$ cat src/hdl/bsd_pkg.sv
package bsd_pkg;

  // Datapath sizing
  localparam int SAMPLE_WIDTH = 16;
  localparam int COUNT_WIDTH  = 16;

  localparam int SMP_W = SAMPLE_WIDTH;
  localparam int LVL_W = SAMPLE_WIDTH - 1;
  localparam int POW_W = 2 * SAMPLE_WIDTH - 1;
  localparam int CNT_W = COUNT_WIDTH;
  localparam int ACC_W = COUNT_WIDTH + 1;

  // Stream word sizes
  localparam int IN_FIELDS_W  = SMP_W + 2 * POW_W;
  localparam int IN_DATA_W    = ((IN_FIELDS_W + 7) / 8) * 8;
  localparam int OUT_FIELDS_W = 3;
  localparam int OUT_DATA_W   = ((OUT_FIELDS_W + 7) / 8) * 8;
  localparam int OUT_PAD_W    = OUT_DATA_W - OUT_FIELDS_W;

  // Config port
  localparam int CFG_IDX_W  = 3;
  localparam int CFG_DATA_W = POW_W;

  localparam logic [CFG_IDX_W-1:0] REG_POWER_HIGH  = 3'd0;
  localparam logic [CFG_IDX_W-1:0] REG_POWER_LOW   = 3'd1;
  localparam logic [CFG_IDX_W-1:0] REG_SAT_LEVEL   = 3'd2;
  localparam logic [CFG_IDX_W-1:0] REG_SAT_NEEDED  = 3'd3;
  localparam logic [CFG_IDX_W-1:0] REG_ATTACK      = 3'd4;
  localparam logic [CFG_IDX_W-1:0] REG_RELEASE     = 3'd5;
  localparam logic [CFG_IDX_W-1:0] REG_WINDOW_LEN  = 3'd6;

  // Detector modes
  localparam logic [1:0] MODE_WAIT  = 2'd0;
  localparam logic [1:0] MODE_EVAL  = 2'd1;
  localparam logic [1:0] MODE_TRACK = 2'd2;

  typedef struct packed {
    logic [POW_W-1:0] power_high;
    logic [POW_W-1:0] power_low;
    logic [LVL_W-1:0] sat_level;
    logic [CNT_W-1:0] sat_needed;
    logic [CNT_W-1:0] attack_needed;
    logic [CNT_W-1:0] release_limit;
    logic [CNT_W-1:0] window_len;
  } bsd_cfg_t;

  typedef struct packed {
    logic [SMP_W-1:0] audio_sample;  // two's complement
    logic [POW_W-1:0] fast_power;
    logic [POW_W-1:0] slow_power;
  } bsd_item_t;

  typedef struct packed {
    logic [1:0] detector_mode;
    logic       blow_detected;
  } bsd_result_t;

endpackage

$ cat src/hdl/bsd_cfg_regs.sv
module bsd_cfg_regs (
  input  logic                           clk_i,
  input  logic                           rst_ni,
  input  logic                           cfg_we_i,
  input  logic [bsd_pkg::CFG_IDX_W-1:0]  cfg_index_i,
  input  logic [bsd_pkg::CFG_DATA_W-1:0] cfg_data_i,
  output bsd_pkg::bsd_cfg_t              cfg_o
);

  bsd_pkg::bsd_cfg_t cfg_q, cfg_d;

  always_comb begin
    cfg_d = cfg_q;
    if (cfg_we_i) begin
      unique case (cfg_index_i)
        bsd_pkg::REG_POWER_HIGH: cfg_d.power_high    = cfg_data_i[bsd_pkg::POW_W-1:0];
        bsd_pkg::REG_POWER_LOW:  cfg_d.power_low     = cfg_data_i[bsd_pkg::POW_W-1:0];
        bsd_pkg::REG_SAT_LEVEL:  cfg_d.sat_level     = cfg_data_i[bsd_pkg::LVL_W-1:0];
        bsd_pkg::REG_SAT_NEEDED: cfg_d.sat_needed    = cfg_data_i[bsd_pkg::CNT_W-1:0];
        bsd_pkg::REG_ATTACK:     cfg_d.attack_needed = cfg_data_i[bsd_pkg::CNT_W-1:0];
        bsd_pkg::REG_RELEASE:    cfg_d.release_limit = cfg_data_i[bsd_pkg::CNT_W-1:0];
        bsd_pkg::REG_WINDOW_LEN: cfg_d.window_len    = cfg_data_i[bsd_pkg::CNT_W-1:0];
        default: ;  // unmapped index: ignored
      endcase
    end
  end

  always_ff @(posedge clk_i or negedge rst_ni) begin
    if (!rst_ni) begin
      cfg_q.power_high    <= '0;
      cfg_q.power_low     <= '0;
      cfg_q.sat_level     <= '1;
      cfg_q.sat_needed    <= bsd_pkg::CNT_W'(20);
      cfg_q.attack_needed <= bsd_pkg::CNT_W'(1);
      cfg_q.release_limit <= bsd_pkg::CNT_W'(1);
      cfg_q.window_len    <= bsd_pkg::CNT_W'(1);
    end else begin
      cfg_q <= cfg_d;
    end
  end

  assign cfg_o = cfg_q;

endmodule

$ cat src/hdl/bsd_fsm.sv
module bsd_fsm (
  input  logic                 clk_i,
  input  logic                 rst_ni,
  input  bsd_pkg::bsd_cfg_t    cfg_i,
  input  logic                 step_en_i,
  input  bsd_pkg::bsd_item_t   item_i,
  output bsd_pkg::bsd_result_t result_o
);

  localparam logic [bsd_pkg::ACC_W-1:0] ACC_MAX = '1;

  logic [1:0]                mode_q, mode_d;
  logic [bsd_pkg::CNT_W-1:0] timer_q, timer_d;
  logic [bsd_pkg::ACC_W-1:0] sat_cnt_q, sat_cnt_d;
  logic [bsd_pkg::ACC_W-1:0] pow_cnt_q, pow_cnt_d;

  logic [bsd_pkg::SMP_W-1:0] mag;
  logic                      saturated;
  logic [bsd_pkg::CNT_W-1:0] timer_dec;
  logic [bsd_pkg::ACC_W-1:0] sat_cnt_inc, pow_cnt_inc, pow_cnt_trk, sat_cnt_ev, pow_cnt_ev;

  // |x|; the most negative code maps to 2^(w-1) and is always saturated
  assign mag = item_i.audio_sample[bsd_pkg::SMP_W-1] ? (~item_i.audio_sample + 1'b1)
                                                      : item_i.audio_sample;
  assign saturated = mag > {1'b0, cfg_i.sat_level};

  assign sat_cnt_inc = (sat_cnt_q == ACC_MAX) ? sat_cnt_q : sat_cnt_q + 1'b1;
  assign pow_cnt_inc = (pow_cnt_q == ACC_MAX) ? pow_cnt_q : pow_cnt_q + 1'b1;
  assign timer_dec   = (timer_q != '0) ? timer_q - 1'b1 : timer_q;

  assign pow_cnt_trk = (item_i.slow_power <= cfg_i.power_low) ? pow_cnt_inc : pow_cnt_q;
  assign sat_cnt_ev  = saturated ? sat_cnt_inc : sat_cnt_q;
  assign pow_cnt_ev  = (item_i.fast_power >= cfg_i.power_high) ? pow_cnt_inc : pow_cnt_q;

  always_comb begin
    mode_d    = mode_q;
    timer_d   = timer_q;
    sat_cnt_d = sat_cnt_q;
    pow_cnt_d = pow_cnt_q;
    unique case (mode_q)
      bsd_pkg::MODE_TRACK: begin
        pow_cnt_d = pow_cnt_trk;
        sat_cnt_d = '0;
        timer_d   = '0;
        if (pow_cnt_trk > {1'b0, cfg_i.release_limit}) begin
          mode_d = bsd_pkg::MODE_WAIT;
        end
      end
      bsd_pkg::MODE_EVAL: begin
        timer_d   = timer_dec;
        sat_cnt_d = sat_cnt_ev;
        pow_cnt_d = pow_cnt_ev;
        if (sat_cnt_ev > {1'b0, cfg_i.sat_needed} &&
            pow_cnt_ev >= {1'b0, cfg_i.attack_needed}) begin
          mode_d    = bsd_pkg::MODE_TRACK;
          pow_cnt_d = '0;
        end else if (timer_dec == '0) begin
          mode_d = bsd_pkg::MODE_WAIT;
        end
      end
      default: begin  // waiting, and the unused code
        mode_d    = bsd_pkg::MODE_WAIT;
        pow_cnt_d = '0;
        if (saturated) begin
          mode_d    = bsd_pkg::MODE_EVAL;
          timer_d   = cfg_i.window_len;
          sat_cnt_d = '0;
        end
      end
    endcase
  end

  always_ff @(posedge clk_i or negedge rst_ni) begin
    if (!rst_ni) begin
      mode_q    <= bsd_pkg::MODE_WAIT;
      timer_q   <= '0;
      sat_cnt_q <= '0;
      pow_cnt_q <= '0;
    end else if (step_en_i) begin
      mode_q    <= mode_d;
      timer_q   <= timer_d;
      sat_cnt_q <= sat_cnt_d;
      pow_cnt_q <= pow_cnt_d;
    end
  end

  assign result_o.detector_mode = mode_d;
  assign result_o.blow_detected = (mode_d == bsd_pkg::MODE_TRACK);

  a_track_clears: assert property (@(posedge clk_i) disable iff (!rst_ni)
    (step_en_i && mode_q == bsd_pkg::MODE_TRACK) |=> (timer_q == '0 && sat_cnt_q == '0))
    else $error("tracking step left timer or saturated count nonzero");

  a_wait_exits: assert property (@(posedge clk_i) disable iff (!rst_ni)
    (step_en_i && mode_q != bsd_pkg::MODE_TRACK && mode_q != bsd_pkg::MODE_EVAL)
      |=> (mode_q == bsd_pkg::MODE_WAIT || mode_q == bsd_pkg::MODE_EVAL))
    else $error("waiting step jumped straight to tracking");

  a_enter_track: assert property (@(posedge clk_i) disable iff (!rst_ni)
    $rose(mode_q == bsd_pkg::MODE_TRACK) |-> (pow_cnt_q == '0))
    else $error("power count not cleared on entry to tracking");

  a_hold: assert property (@(posedge clk_i) disable iff (!rst_ni)
    !step_en_i |=> $stable(mode_q) && $stable(pow_cnt_q))
    else $error("state moved without a step");

endmodule

$ cat src/hdl/blow_saturation_detector.sv
// Blow saturation detector: waiting / evaluating / tracking on saturation and power.
// Result path: the input register takes the accepted word, then the result register
// takes its mode/flag word and drives m_axis_tvalid_o; the state update is one
// compare/increment pass. Throughput: one word per cycle while the result side is ready.
// Backpressure on the result side stalls the input register, then s_axis_tready_o.
// Reset (rst_ni, async, low): mode waiting, counters and timer zero, registers at defaults,
// both pipeline registers empty.
module blow_saturation_detector (
  input  logic                           clk_i,
  input  logic                           rst_ni,
  // config write port
  input  logic                           cfg_we_i,
  input  logic [bsd_pkg::CFG_IDX_W-1:0]  cfg_index_i,
  input  logic [bsd_pkg::CFG_DATA_W-1:0] cfg_data_i,
  // input stream
  input  logic                           s_axis_tvalid_i,
  output logic                           s_axis_tready_o,
  // [15:0] audio_sample, [46:16] fast_power, [77:47] slow_power, [79:78] zero
  input  logic [bsd_pkg::IN_DATA_W-1:0]  s_axis_tdata_i,
  // result stream
  output logic                           m_axis_tvalid_o,
  input  logic                           m_axis_tready_i,
  // [1:0] detector_mode, [2] blow_detected, [7:3] zero
  output logic [bsd_pkg::OUT_DATA_W-1:0] m_axis_tdata_o
);

  localparam int FastLo = bsd_pkg::SMP_W;
  localparam int SlowLo = bsd_pkg::SMP_W + bsd_pkg::POW_W;

  bsd_pkg::bsd_cfg_t    cfg;
  bsd_pkg::bsd_item_t   in_word_q;
  bsd_pkg::bsd_result_t result, out_word_q;

  logic in_valid_q, in_valid_d;
  logic out_valid_q, out_valid_d;
  logic s_accept, advance;

  bsd_cfg_regs u_cfg (
    .clk_i       (clk_i),
    .rst_ni      (rst_ni),
    .cfg_we_i    (cfg_we_i),
    .cfg_index_i (cfg_index_i),
    .cfg_data_i  (cfg_data_i),
    .cfg_o       (cfg)
  );

  // Input word moves into the result register when that register is free or drains.
  // The detector state advances exactly on that move, so words are processed in order.
  assign advance         = in_valid_q && (!out_valid_q || m_axis_tready_i);
  assign s_axis_tready_o = !in_valid_q || advance;
  assign s_accept        = s_axis_tvalid_i && s_axis_tready_o;

  always_comb begin
    in_valid_d = in_valid_q;
    if (s_accept) begin
      in_valid_d = 1'b1;
    end else if (advance) begin
      in_valid_d = 1'b0;
    end
    out_valid_d = out_valid_q;
    if (advance) begin
      out_valid_d = 1'b1;
    end else if (m_axis_tready_i) begin
      out_valid_d = 1'b0;
    end
  end

  always_ff @(posedge clk_i or negedge rst_ni) begin
    if (!rst_ni) begin
      in_valid_q  <= 1'b0;
      out_valid_q <= 1'b0;
    end else begin
      in_valid_q  <= in_valid_d;
      out_valid_q <= out_valid_d;
    end
  end

  // payload registers, no reset
  always_ff @(posedge clk_i) begin
    if (s_accept) begin
      in_word_q.audio_sample <= s_axis_tdata_i[bsd_pkg::SMP_W-1:0];
      in_word_q.fast_power   <= s_axis_tdata_i[FastLo +: bsd_pkg::POW_W];
      in_word_q.slow_power   <= s_axis_tdata_i[SlowLo +: bsd_pkg::POW_W];
    end
    if (advance) begin
      out_word_q <= result;
    end
  end

  bsd_fsm u_fsm (
    .clk_i     (clk_i),
    .rst_ni    (rst_ni),
    .cfg_i     (cfg),
    .step_en_i (advance),
    .item_i    (in_word_q),
    .result_o  (result)
  );

  assign m_axis_tvalid_o = out_valid_q;
  assign m_axis_tdata_o  = {{bsd_pkg::OUT_PAD_W{1'b0}}, out_word_q.blow_detected,
                            out_word_q.detector_mode};

endmodule

$ cat config.mk
export PLATFORM = sky130hd
export DESIGN_NAME = blow_saturation_detector
export DESIGN_NICKNAME = d
export VERILOG_FILES = /design/src/hdl/bsd_pkg.sv /design/src/hdl/bsd_cfg_regs.sv /design/src/hdl/bsd_fsm.sv /design/src/hdl/blow_saturation_detector.sv
export SDC_FILE = /design/constraint.sdc
export NUM_CORES = 1
export LEC_CHECK = 0
export BUFFER_PORTS_ARGS = -buffer_cell sky130_fd_sc_hd__clkbuf_2
export CAP_MARGIN = 10
export CELL_PAD_IN_SITES_DETAIL_PLACEMENT = 1
export CELL_PAD_IN_SITES_GLOBAL_PLACEMENT = 2
export CORE_ASPECT_RATIO = 0.7
export CORE_UTILIZATION = 37
export DETAILED_ROUTE_END_ITERATION = 7
export GPL_TIMING_DRIVEN = 0
export PLACE_DENSITY_LB_ADDON = 0.1
export SLEW_MARGIN = 30
export SYNTH_ARGS = -nofsm -noshare
export SYNTH_HDL_FRONTEND = slang
export SYNTH_HIERARCHICAL = 1
export SYNTH_SLANG_ARGS = --single-unit
$ cat constraint.sdc
create_clock -name clk_i -period 5.11 [get_ports clk_i]
set_input_delay 1.022 -clock clk_i [delete_from_list [all_inputs] [get_ports clk_i]]
set_output_delay 1.022 -clock clk_i [all_outputs]
set_load 0.005 [all_outputs]
Word-level counts from Yosys, hierarchy flattened
Index checks and enable logic that the tools add are counted.
Widths: inputs -> output; s select.

cells by class
  add/subtract/negate cells = 4
  magnitude comparators = 6
  equality and inequality tests = 11
  muxes and demuxes = 22
  bitwise logic cells = 1
  reduce and logical (&&, ||, !) cells = 21

operator list
  kind                   number
  $mux 17                7
  $pmux 17 s2            2
  $mux 16                3
  $add 17x1->17 const B  2
  $eq 17x17->1 const B   2
  $gt 17x16->1           2
  $pmux 16 s2            1
  $ge 31x31->1           1
  $le 31x31->1           1
  $ge 17x16->1           1
  $add 16x1->16 const B  1
  $gt 16x15->1           1
  $logic_not 16->1       1
  $not 16->16            1
  $reduce_and 2->1       8
  $reduce_bool 16->1     1
  $sub 16x1->16 const B  1
  $eq 3x3->1 const B     3
  $eq 3x2->1 const B     2
  $mux 2                 3
  $mux 1                 5
  $eq 2x2->1 const B     2
  $pmux 2 s2             1
  $reduce_bool 2->1      2
  other kinds (7)        11

storage, ports and cells
  register bits = 276
  input port bits = 119

Depth between registers and ports, before layout
Gate-level depths: netlist of run 1.

  depth in word-level cells = 10
  mapped depth = 25

Cells and area by module
Netlist of run 1, hierarchy kept.

modules (own cells, without submodules)
  module                    instances  cells an instance  area each (um^2)
  bsd_fsm                   1          1009               7697.4
  bsd_cfg_regs              1          305                5466.5
  blow_saturation_detector  1          95                 2577.5

Worst setup path after synthesis of run 1
Ideal clock, no wire load.

  path kind = register to register
  from = register in_word_q[71] (netlist name)
  to = register u_fsm/pow_cnt_q[7] (netlist name)
  data arrival time = 5.447 ns
  data required time = 5.023 ns
  slack = -0.424 ns
  cell stages (with the launch flop) = 23
  buffers on the path = 2
  cell sequence = edfxtp_1 > or4_4 > or3_4 > o31ai_1 > xnor2_1 > ha_1 > nand3_1 > nor4_1 > or4b_4 > and3_4 > buf_4 > nand3_1 > xnor2_1 > ha_1 > a21o_1 > a211o_1 > a221oi_1 > o21ai_0 > a21o_1 > o32ai_4 > buf_2 > nand3_1 > a22oi_1

on the way
  cells in the longest elaborated chain, start to end = 9

RTL lines
  item                    line                            text
  start: declaration      blow_saturation_detector.sv:31  bsd_pkg::bsd_item_t in_word_q;
  $not 16->16             bsd_fsm.sv:23                   assign mag = item_i.audio_sample[bsd_pkg::SMP_W-1] ? (~item_i.audio_sample + 1'b1)
  $add 16x1->16           bsd_fsm.sv:23
  $mux 16 *               bsd_fsm.sv:23
  $gt 16x15->1 *          bsd_fsm.sv:25                   assign saturated = mag > {1'b0, cfg_i.sat_level};
  $mux 17 *               bsd_fsm.sv:32                   assign sat_cnt_ev = saturated ? sat_cnt_inc : sat_cnt_q;
  $gt 17x16->1 *          bsd_fsm.sv:53                   if (sat_cnt_ev > {1'b0, cfg_i.sat_needed} &&
  $logic_and 1x1->1 *     bsd_fsm.sv:53
  $mux 17 *               bsd_fsm.sv:53
  $pmux 17 s2 *           bsd_fsm.sv:40                   unique case (mode_q)
  end signal: assignment  bsd_fsm.sv:83                   pow_cnt_q <= pow_cnt_d;
  end: declaration        bsd_fsm.sv:15                   logic [bsd_pkg::ACC_W-1:0] pow_cnt_q, pow_cnt_d;

Every way passes the cells marked *; elsewhere a longest branch is shown, timed or not.
A chain may end at the register's enable or synchronous reset.

Final worst setup path of run 1
  from = register in_word_q[71] (netlist name)
  to = register u_fsm/pow_cnt_q[11] (netlist name)

The elaborated chain is that of the path after synthesis.

==> impl_table.tex, run 1 <==
\begin{tabular}{lr}
\hline
Metric & Value \\
\hline
\multicolumn{2}{l}{\textbf{Status}} \\
\quad Run status & finished, violations left \\
\quad Violated checks & setup timing \\
\multicolumn{2}{l}{\textbf{STA}} \\
\quad Minimum clock period & 5.75 ns \\
\quad Number of hold violations in the final report & 0 \\
\quad Worst hold slack across all endpoints & 0.395 ns \\
\quad Tightest Pin Transition & 1.04 ns \\
\quad Final critical-path share of the clock period & 112\% \\
\quad Highest clock rate & 174 MHz \\
\quad Setup TNS & -11.50 ns \\
\quad Clock tree skew after final layout & 0.0174 ns \\
\quad Count of final setup violators & 22 \\
\quad Worst path setup slack after routing & -0.639 ns \\
\quad Max-Slew Margin vs Limit & 30.4\% \\
\quad RSZ-0062 raised after global routing & yes \\
\quad Number of max-slew violations in the final report & 0 \\
\multicolumn{2}{l}{\textbf{Clocking}} \\
\quad Clock slew seen by the registers of the worst setup and hold paths & 0.06 ns \\
\quad Number of levels the H-tree was split into & 1 \\
\quad TritonCTS Buffers & 31 \\
\quad Insertion delay to the later sink of the worst-skew pair & 0.60 ns \\
\quad Clock tree from TritonCTS & done \\
\quad Buffer depth of the longest clock path & 3 \\
\quad Number of hold buffers added after cts & 0 \\
\quad Root Driver & clkbuf\_16 \\
\quad CTS sink cnt & 276 \\
\multicolumn{2}{l}{\textbf{Detailed routing}} \\
\quad Total DRC errors in the routed layout & 0 \\
\quad Total length of routed wires & 46,600 um \\
\quad Post-detailed-route count of antenna-violating nets & 0 \\
\quad Drt via density & 5.33 \\
\quad DR iter-0 viols & 733 \\
\quad Initial DRT Pass Iterations & 5 \\
\quad Post-DR wirelength/cell & 21.5 um \\
\quad Via count of the routed design & 11,555 \\
\multicolumn{2}{l}{\textbf{Yosys}} \\
\quad Synth Area in XOR/XNOR & 3.00\% \\
\quad Compound-gate portion of the synthesized area & 11.9\% \\
\quad EDFF count, synth & 81 \\
\quad Post-synthesis share of cell area spent on full adders, half adders and majority gates & 10.4\% \\
\quad Share of synthesized cell area in and, or, nand and nor gates & 11.6\% \\
\quad Multiplexer area fraction after synthesis & 11.1\% \\
\quad Yosys synthesis warning count & 6 \\
\quad Synthesized cell area & 15,700 um2 \\
\quad Most common flop cell mapped by yosys & dfrtp\_1 \\
\quad Number of distinct library cells after synthesis & 88 \\
\quad Asr flop ratio synth & 70.7\% \\
\quad Number of instances in the synthesized netlist & 1,409 \\
\quad Seq/Total Area, Yosys & 46.6\% \\
\quad Synthesized area per cell & 11.2 um2 \\
\quad Yosys reg bits & 276 \\
\quad Combinational family with the most area after synthesis & compound AO/OA/AOI/OAI gates \\
\multicolumn{2}{l}{\textbf{Placement}} \\
\quad Number of buffers added on ports & 118 \\
\quad Gpl congestion & 0.850 \\
\quad DP Cell Count & 2,078 \\
\quad HPWL Detailed & 34,200 um \\
\quad Placed Area & 17,200 um2 \\
\multicolumn{2}{l}{\textbf{Critical path}} \\
\quad CP Capture Type & flop \\
\quad Critical path fanouts, max & 4 \\
\quad Sort of element at the start of the critical path & flop \\
\quad Depth of the worst register-to-register path & 23 \\
\quad Crit path required time & 5.58 ns \\
\quad Data arrival, critical path & 6.22 ns \\
\quad Crit Path Class & reg -> reg \\
\multicolumn{2}{l}{\textbf{Floorplanning}} \\
\quad Total die area & 43,400 um2 \\
\quad Vertical extent of the die & 175 um \\
\quad X dimension of the die & 249 um \\
\quad Floorplan core area & 41,500 um2 \\
\quad Cell row count & 62 \\
\quad Initial standard-cell utilization of the core & 37.9\% \\
\quad Number of top-level pins & 129 \\
\multicolumn{2}{l}{\textbf{Final layout}} \\
\quad Fraction of layout instances using a drive strength above 1 & 28.0\% \\
\quad Number of diodes & 0 \\
\quad Most common library cell in the layout ignoring fill and taps & dfrtp\_1 \\
\quad Layout Area Growth over Synthesis & 18.9\% \\
\quad Final Instance Area & 18,700 um2 \\
\quad Total number of nets in the final design & 1,849 \\
\quad Top library cells by usage in the layout, fill and taps aside & dfrtp\_1 (175), inv\_1 (136), ha\_1 (130) \\
\quad Non-filler instance count after layout & 2,167 \\
\multicolumn{2}{l}{\textbf{Power and ir drop}} \\
\quad Total Power & 7.51 mW \\
\quad Power density over the cells & 401 nW/um2 \\
\quad Worst IR Drop VDD & 0.272 mV \\
\quad Pleak & 8.52 nW \\
\multicolumn{2}{l}{\textbf{Global routing}} \\
\quad Global-route congestion overflow total & 0 \\
\quad Via count of the first global-routing pass & 12,106 \\
\quad Overall Global Routing Usage & 21.7\% \\
\quad Maximum number of pins on one net before global-route repair & 74 \\
\quad Wire length of the first global-routing pass & 72,600 um \\
\quad Number of antenna violations at the first check in global routing & 9 \\
\multicolumn{2}{l}{\textbf{Flow run}} \\
\quad Total of max-cap violations & 0 \\
\multicolumn{2}{l}{\textbf{Worst hold path}} \\
\quad Min-delay worst type & in -> async \\
\hline
\end{tabular}
==> flip-flops by register name, summed over array words and instances (netlist names) <==
signal,flops
in_valid_q,1
in_word_q,78
u_fsm/timer_q,16
m_axis_tdata_o,3
m_axis_tvalid_o,1
u_fsm/mode_q,2
u_cfg/cfg_o,141
u_fsm/sat_cnt_q,17
u_fsm/pow_cnt_q,17
==> per-stage QoR <==
stage / util (%) / setup WS (ns)
5_1_grt: 45.1 / -0.790
2_1_floorplan: - / -0.0146
3_3_place_gp: 41.2 / -1.25
3_5_place_dp: 41.5 / -1.16
6_report: 45.1 / -0.639
4_1_cts: 44.7 / -0.588
==> area by class of cell <==
| class | instances | area [um2] |
|---|---|---|
| plain buffers | 62 | 355 |
| clock buffers | 48 | 910 |
| clock inverters | 9 | 111 |
| fillers | 4464 | 22800 |
| inverters | 137 | 514 |
| multi-input cells | 938 | 7850 |
| flip-flops and latches | 276 | 7340 |
| well taps | 544 | 681 |
| repair buffers | 153 | 962 |
==> synth_stat cells (19+ instances only) <==
cell | count | area, um2
edfxtp_1 | 81 | 2430
mux2_2 | 117 | 1320
a21oi_1 | 77 | 385
dfstp_2 | 20 | 526
clkbuf_1 | 29 | 109
nand4_1 | 31 | 194
dfrtp_1 | 175 | 4380
nand3_1 | 29 | 145
nand2_1 | 64 | 240
ha_1 | 131 | 1640
xnor2_1 | 44 | 385
a31oi_1 | 24 | 150
o21ai_0 | 73 | 365
nor3_1 | 19 | 95.1
inv_1 | 136 | 510
mux2_4 | 20 | 300
nor2_1 | 52 | 195
==> routing by layer <==
layer  up-vias  wire length [um]  track usage (%)
met1      5785             24200             34.1
li1       5513                 -                -
met3        48              2100             2.93
met5         -                 0                0
met2       209             19500             31.7
met4         0               737             3.93
==> where the power goes <==
group	total (mW)	internal, mW	switching (mW)
combinational	2.30	0.963	1.34
sequential	2.92	2.68	0.245
clock	2.28	1.32	0.959
==> worst max-delay path: stages, from the launching register on <==
cell and delay, ns:
edfxtp_1 0.39, or4_4 0.55, or3_4 0.38, o31ai_4 0.19, xnor2_1 0.10, ha_1 0.36, nand3_4 0.08, buf_4 0.13
nor2_1 0.04, and4_1 0.19, a2111o_2 0.50, and3_4 0.25, and3_4 0.21, xor2_1 0.15, ha_1 0.31, nand4_1 0.21
nor3_2 0.27, nor3_2 0.06, o21ai_1 0.18, a21o_1 0.25, o32ai_4 0.14, buf_6 0.20, buf_12 0.12, a221o_1 0.33
==> cell families (layout without fill, tap and decap cells) <==
| family | Yosys count | count (layout) |
|---|---|---|
| buffers and inverters | 199 | 409 |
| and+or+nand+nor | 313 | 313 |
| DFF | 276 | 276 |
| muxes | 149 | 149 |
| other | 1 | 5 |
| AOI/OAI and AO/OA | 286 | 286 |
| xor gates and xnor gates | 54 | 54 |
| adders and majority gates | 131 | 131 |
==> repair_timing <==
item	in CTS	in global routing
buffers inserted	22	10
setup endpoints to repair	22	22
resized for setup	31	14
pin swaps	35	13
==> worst paths after layout <==
check                                  from             endpoint  slack, ns
setup / recovery              in_word_q[71]  u_fsm/pow_cnt_q[11]      -0.64
hold / removal                       rst_ni  u_fsm/sat_cnt_q[10]       0.40
setup reg to reg              in_word_q[71]  u_fsm/pow_cnt_q[11]      -0.64
hold reg to reg            u_cfg/cfg_o[105]     u_cfg/cfg_o[105]       0.48
max in group asynchronous            rst_ni      u_cfg/cfg_o[32]       3.88
min in group clk_i         u_cfg/cfg_o[105]     u_cfg/cfg_o[105]       0.48
(Power assumes the default switching activity.)
==> run 2, diff against run 1 <==
--- a/config.mk
+++ b/config.mk
@@ -7,13 +7,11 @@
 export LEC_CHECK = 0
 export BUFFER_PORTS_ARGS = -buffer_cell sky130_fd_sc_hd__clkbuf_2
 export CAP_MARGIN = 10
-export CELL_PAD_IN_SITES_DETAIL_PLACEMENT = 1
-export CELL_PAD_IN_SITES_GLOBAL_PLACEMENT = 2
 export CORE_ASPECT_RATIO = 0.7
-export CORE_UTILIZATION = 37
+export CORE_UTILIZATION = 55
 export DETAILED_ROUTE_END_ITERATION = 7
 export GPL_TIMING_DRIVEN = 0
-export PLACE_DENSITY_LB_ADDON = 0.1
+export PLACE_DENSITY = 0.77
 export SLEW_MARGIN = 30
 export SYNTH_ARGS = -nofsm -noshare
 export SYNTH_HDL_FRONTEND = slang
==> impl_table.tex, run 2 (synthesis gave the netlist of run 1 again) <==
\begin{tabular}{lr}
\hline
Metric & Value \\
\hline
\multicolumn{2}{l}{\textbf{Critical path}} \\
\quad Data arrival, critical path & 5.98 ns \\
\quad Standard cell with the maximum stage delay on the critical path & or4\_4 \\
\quad Most frequent CP cell & ha\_1 \\
\quad Critical path fanouts, max & 5 \\
\quad Start point of the critical path & in\_word\_q[72] \\
\quad Crit Path Class & reg -> reg \\
\quad Cell type group with the largest total delay on the critical path & simple AND/OR/NAND/NOR gates \\
\quad Sort of element at the start of the critical path & flop \\
\quad Crit path required time & 5.39 ns \\
\quad Slowest stage delay, CP & 0.54 ns \\
\quad Critical-path cell list & or4\_4, or3\_4, o31ai\_4, xnor2\_1, ha\_1, nand3\_2, or3\_1, o211ai\_1, a2111o\_2, nand3\_4, nor3\_4, nand2\_1, xnor2\_2, ha\_1, nand4\_1, nor4\_2, a22oi\_1, a21o\_2, o22ai\_4, o21ai\_1, a22o\_1 \\
\quad Crit Reg-Reg Startpoint & in\_word\_q[72] \\
\quad Crit path buf inv count & 0 \\
\quad CP Capture Type & flop \\
\multicolumn{2}{l}{\textbf{Floorplanning}} \\
\quad Initial standard-cell utilization of the core & 56.3\% \\
\quad X dimension of the die & 204 um \\
\quad Cell row count & 51 \\
\quad Vertical extent of the die & 144 um \\
\quad Number of top-level pins & 129 \\
\quad Floorplan core area & 27,900 um2 \\
\quad Total die area & 29,300 um2 \\
\multicolumn{2}{l}{\textbf{Power and ir drop}} \\
\quad Worst IR Drop VDD & 0.243 mV \\
\quad Total Power & 7.11 mW \\
\quad Pleak & 8.43 nW \\
\quad Power density over the cells & 389 nW/um2 \\
\multicolumn{2}{l}{\textbf{Global routing}} \\
\quad Via count of the first global-routing pass & 11,619 \\
\quad Global Route met3 Usage & 5.94\% \\
\quad Maximum number of pins on one net before global-route repair & 80 \\
\quad Global-route congestion overflow total & 0 \\
\quad Met2 Resource Use GR & 40.3\% \\
\quad Most Crowded Layer GR & met1 \\
\quad Met1 track utilization from global routing & 41.3\% \\
\quad Overall Global Routing Usage & 27.6\% \\
\quad Number of antenna violations at the first check in global routing & 4 \\
\quad Wire length of the first global-routing pass & 62,700 um \\
\multicolumn{2}{l}{\textbf{Detailed routing}} \\
\quad Post-DR wirelength/cell & 20.2 um \\
\quad Post-detailed-route count of antenna-violating nets & 0 \\
\quad DR iter-0 viols & 1,142 \\
\quad Total length of routed wires & 40,000 um \\
\quad Initial DRT Pass Iterations & 7 \\
\quad Drt via density & 6.02 \\
\quad Total DRC errors in the routed layout & 0 \\
\quad Via count of the routed design & 11,926 \\
\multicolumn{2}{l}{\textbf{Clocking}} \\
\quad Buffer depth of the longest clock path & 3 \\
\quad Number of levels the H-tree was split into & 1 \\
\quad Clock tree from TritonCTS & done \\
\quad CTS sink cnt & 276 \\
\quad Root Driver & clkbuf\_16 \\
\quad Insertion delay to the later sink of the worst-skew pair & 0.56 ns \\
\quad TritonCTS Buffers & 27 \\
\quad Clock slew seen by the registers of the worst setup and hold paths & 0.07 ns \\
\multicolumn{2}{l}{\textbf{STA}} \\
\quad Setup TNS & -9.79 ns \\
\quad Minimum clock period & 5.70 ns \\
\quad Number of hold violations in the final report & 0 \\
\quad Number of max-slew violations in the final report & 0 \\
\quad Tightest Pin Transition & 1.02 ns \\
\quad RSZ-0062 raised after global routing & yes \\
\quad Count of final setup violators & 22 \\
\quad Final critical-path share of the clock period & 112\% \\
\quad Worst hold slack across all endpoints & 0.406 ns \\
\quad Highest clock rate & 175 MHz \\
\quad Worst path setup slack after routing & -0.592 ns \\
\quad Max-Slew Margin vs Limit & 31.6\% \\
\quad Clock tree skew after final layout & 0.0214 ns \\
\multicolumn{2}{l}{\textbf{Status}} \\
\quad Violated checks & setup timing \\
\quad Run status & finished, violations left \\
\multicolumn{2}{l}{\textbf{Final layout}} \\
\quad Final Instance Area & 18,300 um2 \\
\quad Largest register FFs & 141 \\
\quad Number of fillers in the final layout & 2,192 \\
\quad Total number of nets in the final design & 1,838 \\
\quad Non-filler instance count after layout & 1,982 \\
\quad Top library cells by usage in the layout, fill and taps aside & dfrtp\_1 (175), inv\_1 (136), ha\_1 (131) \\
\quad Multi-input combinational cell area & 7860 um2 \\
\quad Final Core Density & 65.4\% \\
\quad Fraction of layout instances using a drive strength above 1 & 28.0\% \\
\quad Most common library cell in the layout ignoring fill and taps & dfrtp\_1 \\
\quad Layout Area Growth over Synthesis & 16.2\% \\
\quad Sequential cell area in the final layout & 7340 um2 \\
\multicolumn{2}{l}{\textbf{Placement}} \\
\quad DP Cell Count & 1,905 \\
\quad Setup slack after placement & -0.997 ns \\
\quad Gpl congestion & 0.959 \\
\quad Number of buffers added on ports & 118 \\
\quad HPWL Detailed & 29,100 um \\
\quad Placed Area & 17,000 um2 \\
\multicolumn{2}{l}{\textbf{Worst hold path}} \\
\quad Min-delay worst type & in -> async \\
\multicolumn{2}{l}{\textbf{Flow run}} \\
\quad Total of max-cap violations & 0 \\
\hline
\end{tabular}
[run 2: changes by cell type in the layout (fill, tap and decap cells not counted), moves of 2 or more]
cell	change
diode_2	+2
a22oi_2	+2
clkbuf_1	-3
a22oi_1	-2
clkbuf_16	-4
buf_4	-5
buf_12	-4
[run 2: worst register-to-register path, stage by stage, from the launching register on]
cell and delay, ns:
edfxtp_1 0.42, or4_4 0.54, or3_4 0.42, o31ai_4 0.18, xnor2_1 0.10, ha_1 0.33, nand3_2 0.11, or3_1 0.33
o211ai_1 0.13, a2111o_2 0.26, nand3_4 0.15, nor3_4 0.31, nand2_1 0.17, xnor2_2 0.17, ha_1 0.30, nand4_1 0.19
nor4_2 0.27, a22oi_1 0.11, a21o_2 0.28, o22ai_4 0.25, o21ai_1 0.12, a22o_1 0.30
[run 2: layout make-up]
class	instances	area share, %
Multi-Input combinational cell	938	42.9
Sequential cell	276	40.1
Timing Repair Buffer	146	4.88
Clock buffer	41	4.36
Inverter	137	2.81
Tap cell	371	2.54
Buffer	62	1.89
Clock inverter	9	0.431
Antenna cell	2	0.0274
[run 2: final timing paths]
| kind | endpoint | slack, ns | cells past startpoint |
|---|---|---|---|
| worst max-delay path | m_axis_tdata_o[2] | -0.59 | 21 |
| worst min-delay path | u_fsm/timer_q[9] | 0.41 | 1 |
| worst max register to register | m_axis_tdata_o[2] | -0.59 | 21 |
| worst min register to register | u_cfg/cfg_o[105] | 0.49 | 1 |
| max in group asynchronous | u_cfg/cfg_o[52] | 3.96 | 2 |
| min in group clk_i | u_cfg/cfg_o[105] | 0.49 | 1 |
[run 2: per-layer routing]
| metal | vias up | share of wire, % |
|---|---|---|
| li1 | 5496 | - |
| met5 | - | 0.068 |
| met2 | 486 | 43 |
| met3 | 75 | 9.0 |
| met4 | 4 | 2.7 |
| met1 | 5865 | 46 |
[run 2: timing repair]
| item | in CTS | in global routing |
|---|---|---|
| buffers inserted | 19 | 6 |
| pin swaps | 32 | 36 |
| resized for setup | 29 | 20 |
| hold buffers | 0 | 0 |
| endpoints found under the setup margin | 22 | 22 |
[run 2: power breakdown]
group          switching, mW  internal, mW  leakage [nW]
Combinational           1.28         0.920          4.83
Sequential             0.247          2.68          3.17
Clock                  0.860          1.13         0.431
==> run 3, diff against run 2 <==
--- a/config.mk
+++ b/config.mk
@@ -8,10 +8,10 @@
 export BUFFER_PORTS_ARGS = -buffer_cell sky130_fd_sc_hd__clkbuf_2
 export CAP_MARGIN = 10
 export CORE_ASPECT_RATIO = 0.7
-export CORE_UTILIZATION = 55
+export CORE_UTILIZATION = 60
 export DETAILED_ROUTE_END_ITERATION = 7
 export GPL_TIMING_DRIVEN = 0
-export PLACE_DENSITY = 0.77
+export PLACE_DENSITY = 0.8
 export SLEW_MARGIN = 30
 export SYNTH_ARGS = -nofsm -noshare
 export SYNTH_HDL_FRONTEND = slang
==> constraint.sdc (replaced) <==
create_clock -name clk_i -period 6.2 [get_ports clk_i]
set_input_delay 1.24 -clock clk_i [delete_from_list [all_inputs] [get_ports clk_i]]
set_output_delay 1.24 -clock clk_i [all_outputs]
set_load 0.005 [all_outputs]
==> impl_table.tex, run 3 (synthesis gave the netlist of run 1 again) <==
\begin{tabular}{lr}
\hline
Metric & Value \\
\hline
\multicolumn{2}{l}{\textbf{Floorplanning}} \\
\quad Number of top-level pins & 129 \\
\quad Cell row count & 49 \\
\quad Total die area & 26,900 um2 \\
\quad Initial standard-cell utilization of the core & 61.1\% \\
\quad Floorplan core area & 25,700 um2 \\
\quad Vertical extent of the die & 138 um \\
\quad X dimension of the die & 196 um \\
\multicolumn{2}{l}{\textbf{Critical path}} \\
\quad Critical path fanouts, max & 10 \\
\quad Start point of the critical path & in\_word\_q[52] \\
\quad Depth of the worst register-to-register path & 19 \\
\quad Reg2reg end & u\_fsm/pow\_cnt\_q[3] \\
\quad CP Capture Type & flop \\
\quad Crit path required time & 6.61 ns \\
\quad Setup slack on the worst flop-to-flop path & 0.22 ns \\
\quad Crit Reg-Reg Startpoint & in\_word\_q[52] \\
\quad Sort of element at the start of the critical path & flop \\
\quad Crit Path Class & reg -> reg \\
\quad Worst setup endpoint & u\_fsm/pow\_cnt\_q[3] \\
\quad Data arrival, critical path & 6.39 ns \\
\multicolumn{2}{l}{\textbf{Placement}} \\
\quad Placed Area & 16,800 um2 \\
\quad HPWL Detailed & 28,300 um \\
\quad DP Cell Count & 1,864 \\
\quad Number of buffers added on ports & 118 \\
\quad Gpl congestion & 0.973 \\
\multicolumn{2}{l}{\textbf{STA}} \\
\quad Final critical-path share of the clock period & 96.4\% \\
\quad Count of final setup violators & 0 \\
\quad RSZ-0062 raised after global routing & no \\
\quad Max-Slew Margin vs Limit & 25.7\% \\
\quad Minimum clock period & 5.98 ns \\
\quad Highest clock rate & 167 MHz \\
\quad Number of max-slew violations in the final report & 0 \\
\quad Clock tree skew after final layout & 0.00927 ns \\
\quad Number of hold violations in the final report & 0 \\
\quad Tightest Pin Transition & 1.11 ns \\
\multicolumn{2}{l}{\textbf{Global routing}} \\
\quad Global-route congestion overflow total & 0 \\
\quad Maximum number of pins on one net before global-route repair & 79 \\
\quad Number of antenna violations at the first check in global routing & 5 \\
\quad Overall Global Routing Usage & 29.3\% \\
\quad Via count of the first global-routing pass & 11,215 \\
\quad Wire length of the first global-routing pass & 61,100 um \\
\multicolumn{2}{l}{\textbf{Worst hold path}} \\
\quad Min-delay worst type & reg -> reg \\
\quad Min-delay src & u\_cfg/cfg\_o[105] \\
\multicolumn{2}{l}{\textbf{Final layout}} \\
\quad Layout Area Growth over Synthesis & 13.7\% \\
\quad Number of fillers in the final layout & 1,849 \\
\quad Final Instance Area & 17,900 um2 \\
\quad Total number of nets in the final design & 1,817 \\
\quad Non-filler instance count after layout & 1,922 \\
\quad Most common library cell in the layout ignoring fill and taps & dfrtp\_1 \\
\quad Fraction of layout instances using a drive strength above 1 & 24.9\% \\
\quad Final Core Density & 69.5\% \\
\quad Largest register FFs & 141 \\
\quad Top library cells by usage in the layout, fill and taps aside & dfrtp\_1 (175), inv\_1 (136), ha\_1 (131) \\
\multicolumn{2}{l}{\textbf{Detailed routing}} \\
\quad DR iter-0 viols & 1,065 \\
\quad Total DRC errors in the routed layout & 0 \\
\quad Initial DRT Pass Iterations & 5 \\
\quad Via count of the routed design & 11,760 \\
\quad Total length of routed wires & 39,200 um \\
\quad Drt via density & 6.12 \\
\quad Post-detailed-route count of antenna-violating nets & 0 \\
\quad Post-DR wirelength/cell & 20.4 um \\
\multicolumn{2}{l}{\textbf{Power and ir drop}} \\
\quad Worst IR Drop VDD & 0.292 mV \\
\quad Power density over the cells & 330 nW/um2 \\
\quad Pleak & 8.25 nW \\
\multicolumn{2}{l}{\textbf{Clocking}} \\
\quad Clock slew seen by the registers of the worst setup and hold paths & 0.07 ns \\
\quad Insertion delay to the later sink of the worst-skew pair & 0.55 ns \\
\quad Number of levels the H-tree was split into & 1 \\
\quad Clock tree from TritonCTS & done \\
\quad Buffer depth of the longest clock path & 3 \\
\quad TritonCTS Buffers & 27 \\
\quad CTS sink cnt & 276 \\
\quad Root Driver & clkbuf\_16 \\
\quad Number of hold buffers added after cts & 0 \\
\multicolumn{2}{l}{\textbf{Flow run}} \\
\quad Total of max-cap violations & 0 \\
\multicolumn{2}{l}{\textbf{Status}} \\
\quad Run status & finished clean \\
\hline
\end{tabular}
-- run 3: where the power goes --
group / leakage [nW] / switching, mW / internal, mW / total (mW)
clock network: 0.472 / 0.714 / 1.03 / 1.75
logic: 4.61 / 1.03 / 0.717 / 1.75
registers: 3.17 / 0.207 / 2.21 / 2.41
total: 8.25 / 1.95 / 3.95 / 5.91
-- run 3: area by class of cell --
cell class / count / area [um2] / area share (%)
Multi-Input combinational cell: 938 / 7610 / 42.5
Sequential cell: 276 / 7340 / 41.0
Clock buffer: 38 / 800 / 4.47
Timing Repair Buffer: 125 / 716 / 4.00
Inverter: 137 / 514 / 2.87
Tap cell: 331 / 414 / 2.31
Buffer: 62 / 340 / 1.90
Clock inverter: 12 / 156 / 0.874
Antenna cell: 3 / 7.51 / 0.0419
-- run 3: worst min-delay path by stage --
stage                             to  cells after the start
floorplan           u_cfg/cfg_o[105]                      1
global placement     u_cfg/cfg_o[83]                      1
detailed placement  u_cfg/cfg_o[105]                      1
CTS                 u_cfg/cfg_o[105]                      1
global route         u_cfg/cfg_o[55]                      1
finish              u_cfg/cfg_o[105]                      1
-- run 3: stage by stage --
step | setup WS [ns] | TNS, ns | power [mW] | hold WS [ns]
after floorplan | 0.666 | 0 | 3.57 | 0.458
after global placement | -0.104 | -0.237 | 4.01 | 0.469
after detailed placement | -0.211 | -1.02 | 4.10 | 0.479
after CTS | 0.0759 | 0 | 5.86 | 0.491
after global routing | 0.0245 | 0 | 6.21 | 0.522
final | 0.221 | 0 | 5.91 | 0.488
-- run 3: repair_timing --
item | 4_1_cts | 5_1_grt
endpoints found under the setup margin | 9 | 20
gates cloned | 0 | 0
resized for setup | 0 | 11
pin swaps | 1 | 2
buffers inserted | 1 | 3
-- run 3: metal layers --
| layer | wire [um] | track usage [%] |
|---|---|---|
| met1 | 18100 | 42.8 |
| met5 | 13 | 0 |
| met3 | 3430 | 7.22 |
| met2 | 17000 | 44.4 |
| met4 | 711 | 6.17 |
-- run 3: worst max-delay path, stage by stage (launching register included) --
cell       delay [ns]
edfxtp_1         0.39
ha_1             0.33
nand4_1          0.25
nor3_1           0.52
a221o_1          0.27
nor3_1           0.09
a31oi_1          0.38
clkbuf_1         0.46
clkbuf_1         0.44
nand3_1          0.16
xnor2_1          0.20
ha_1             0.31
nand3_1          0.11
or4_1            0.58
o2111ai_1        0.36
or2_2            0.20
o32ai_4          0.10
buf_6            0.19
a221oi_1         0.33
a22oi_1          0.14
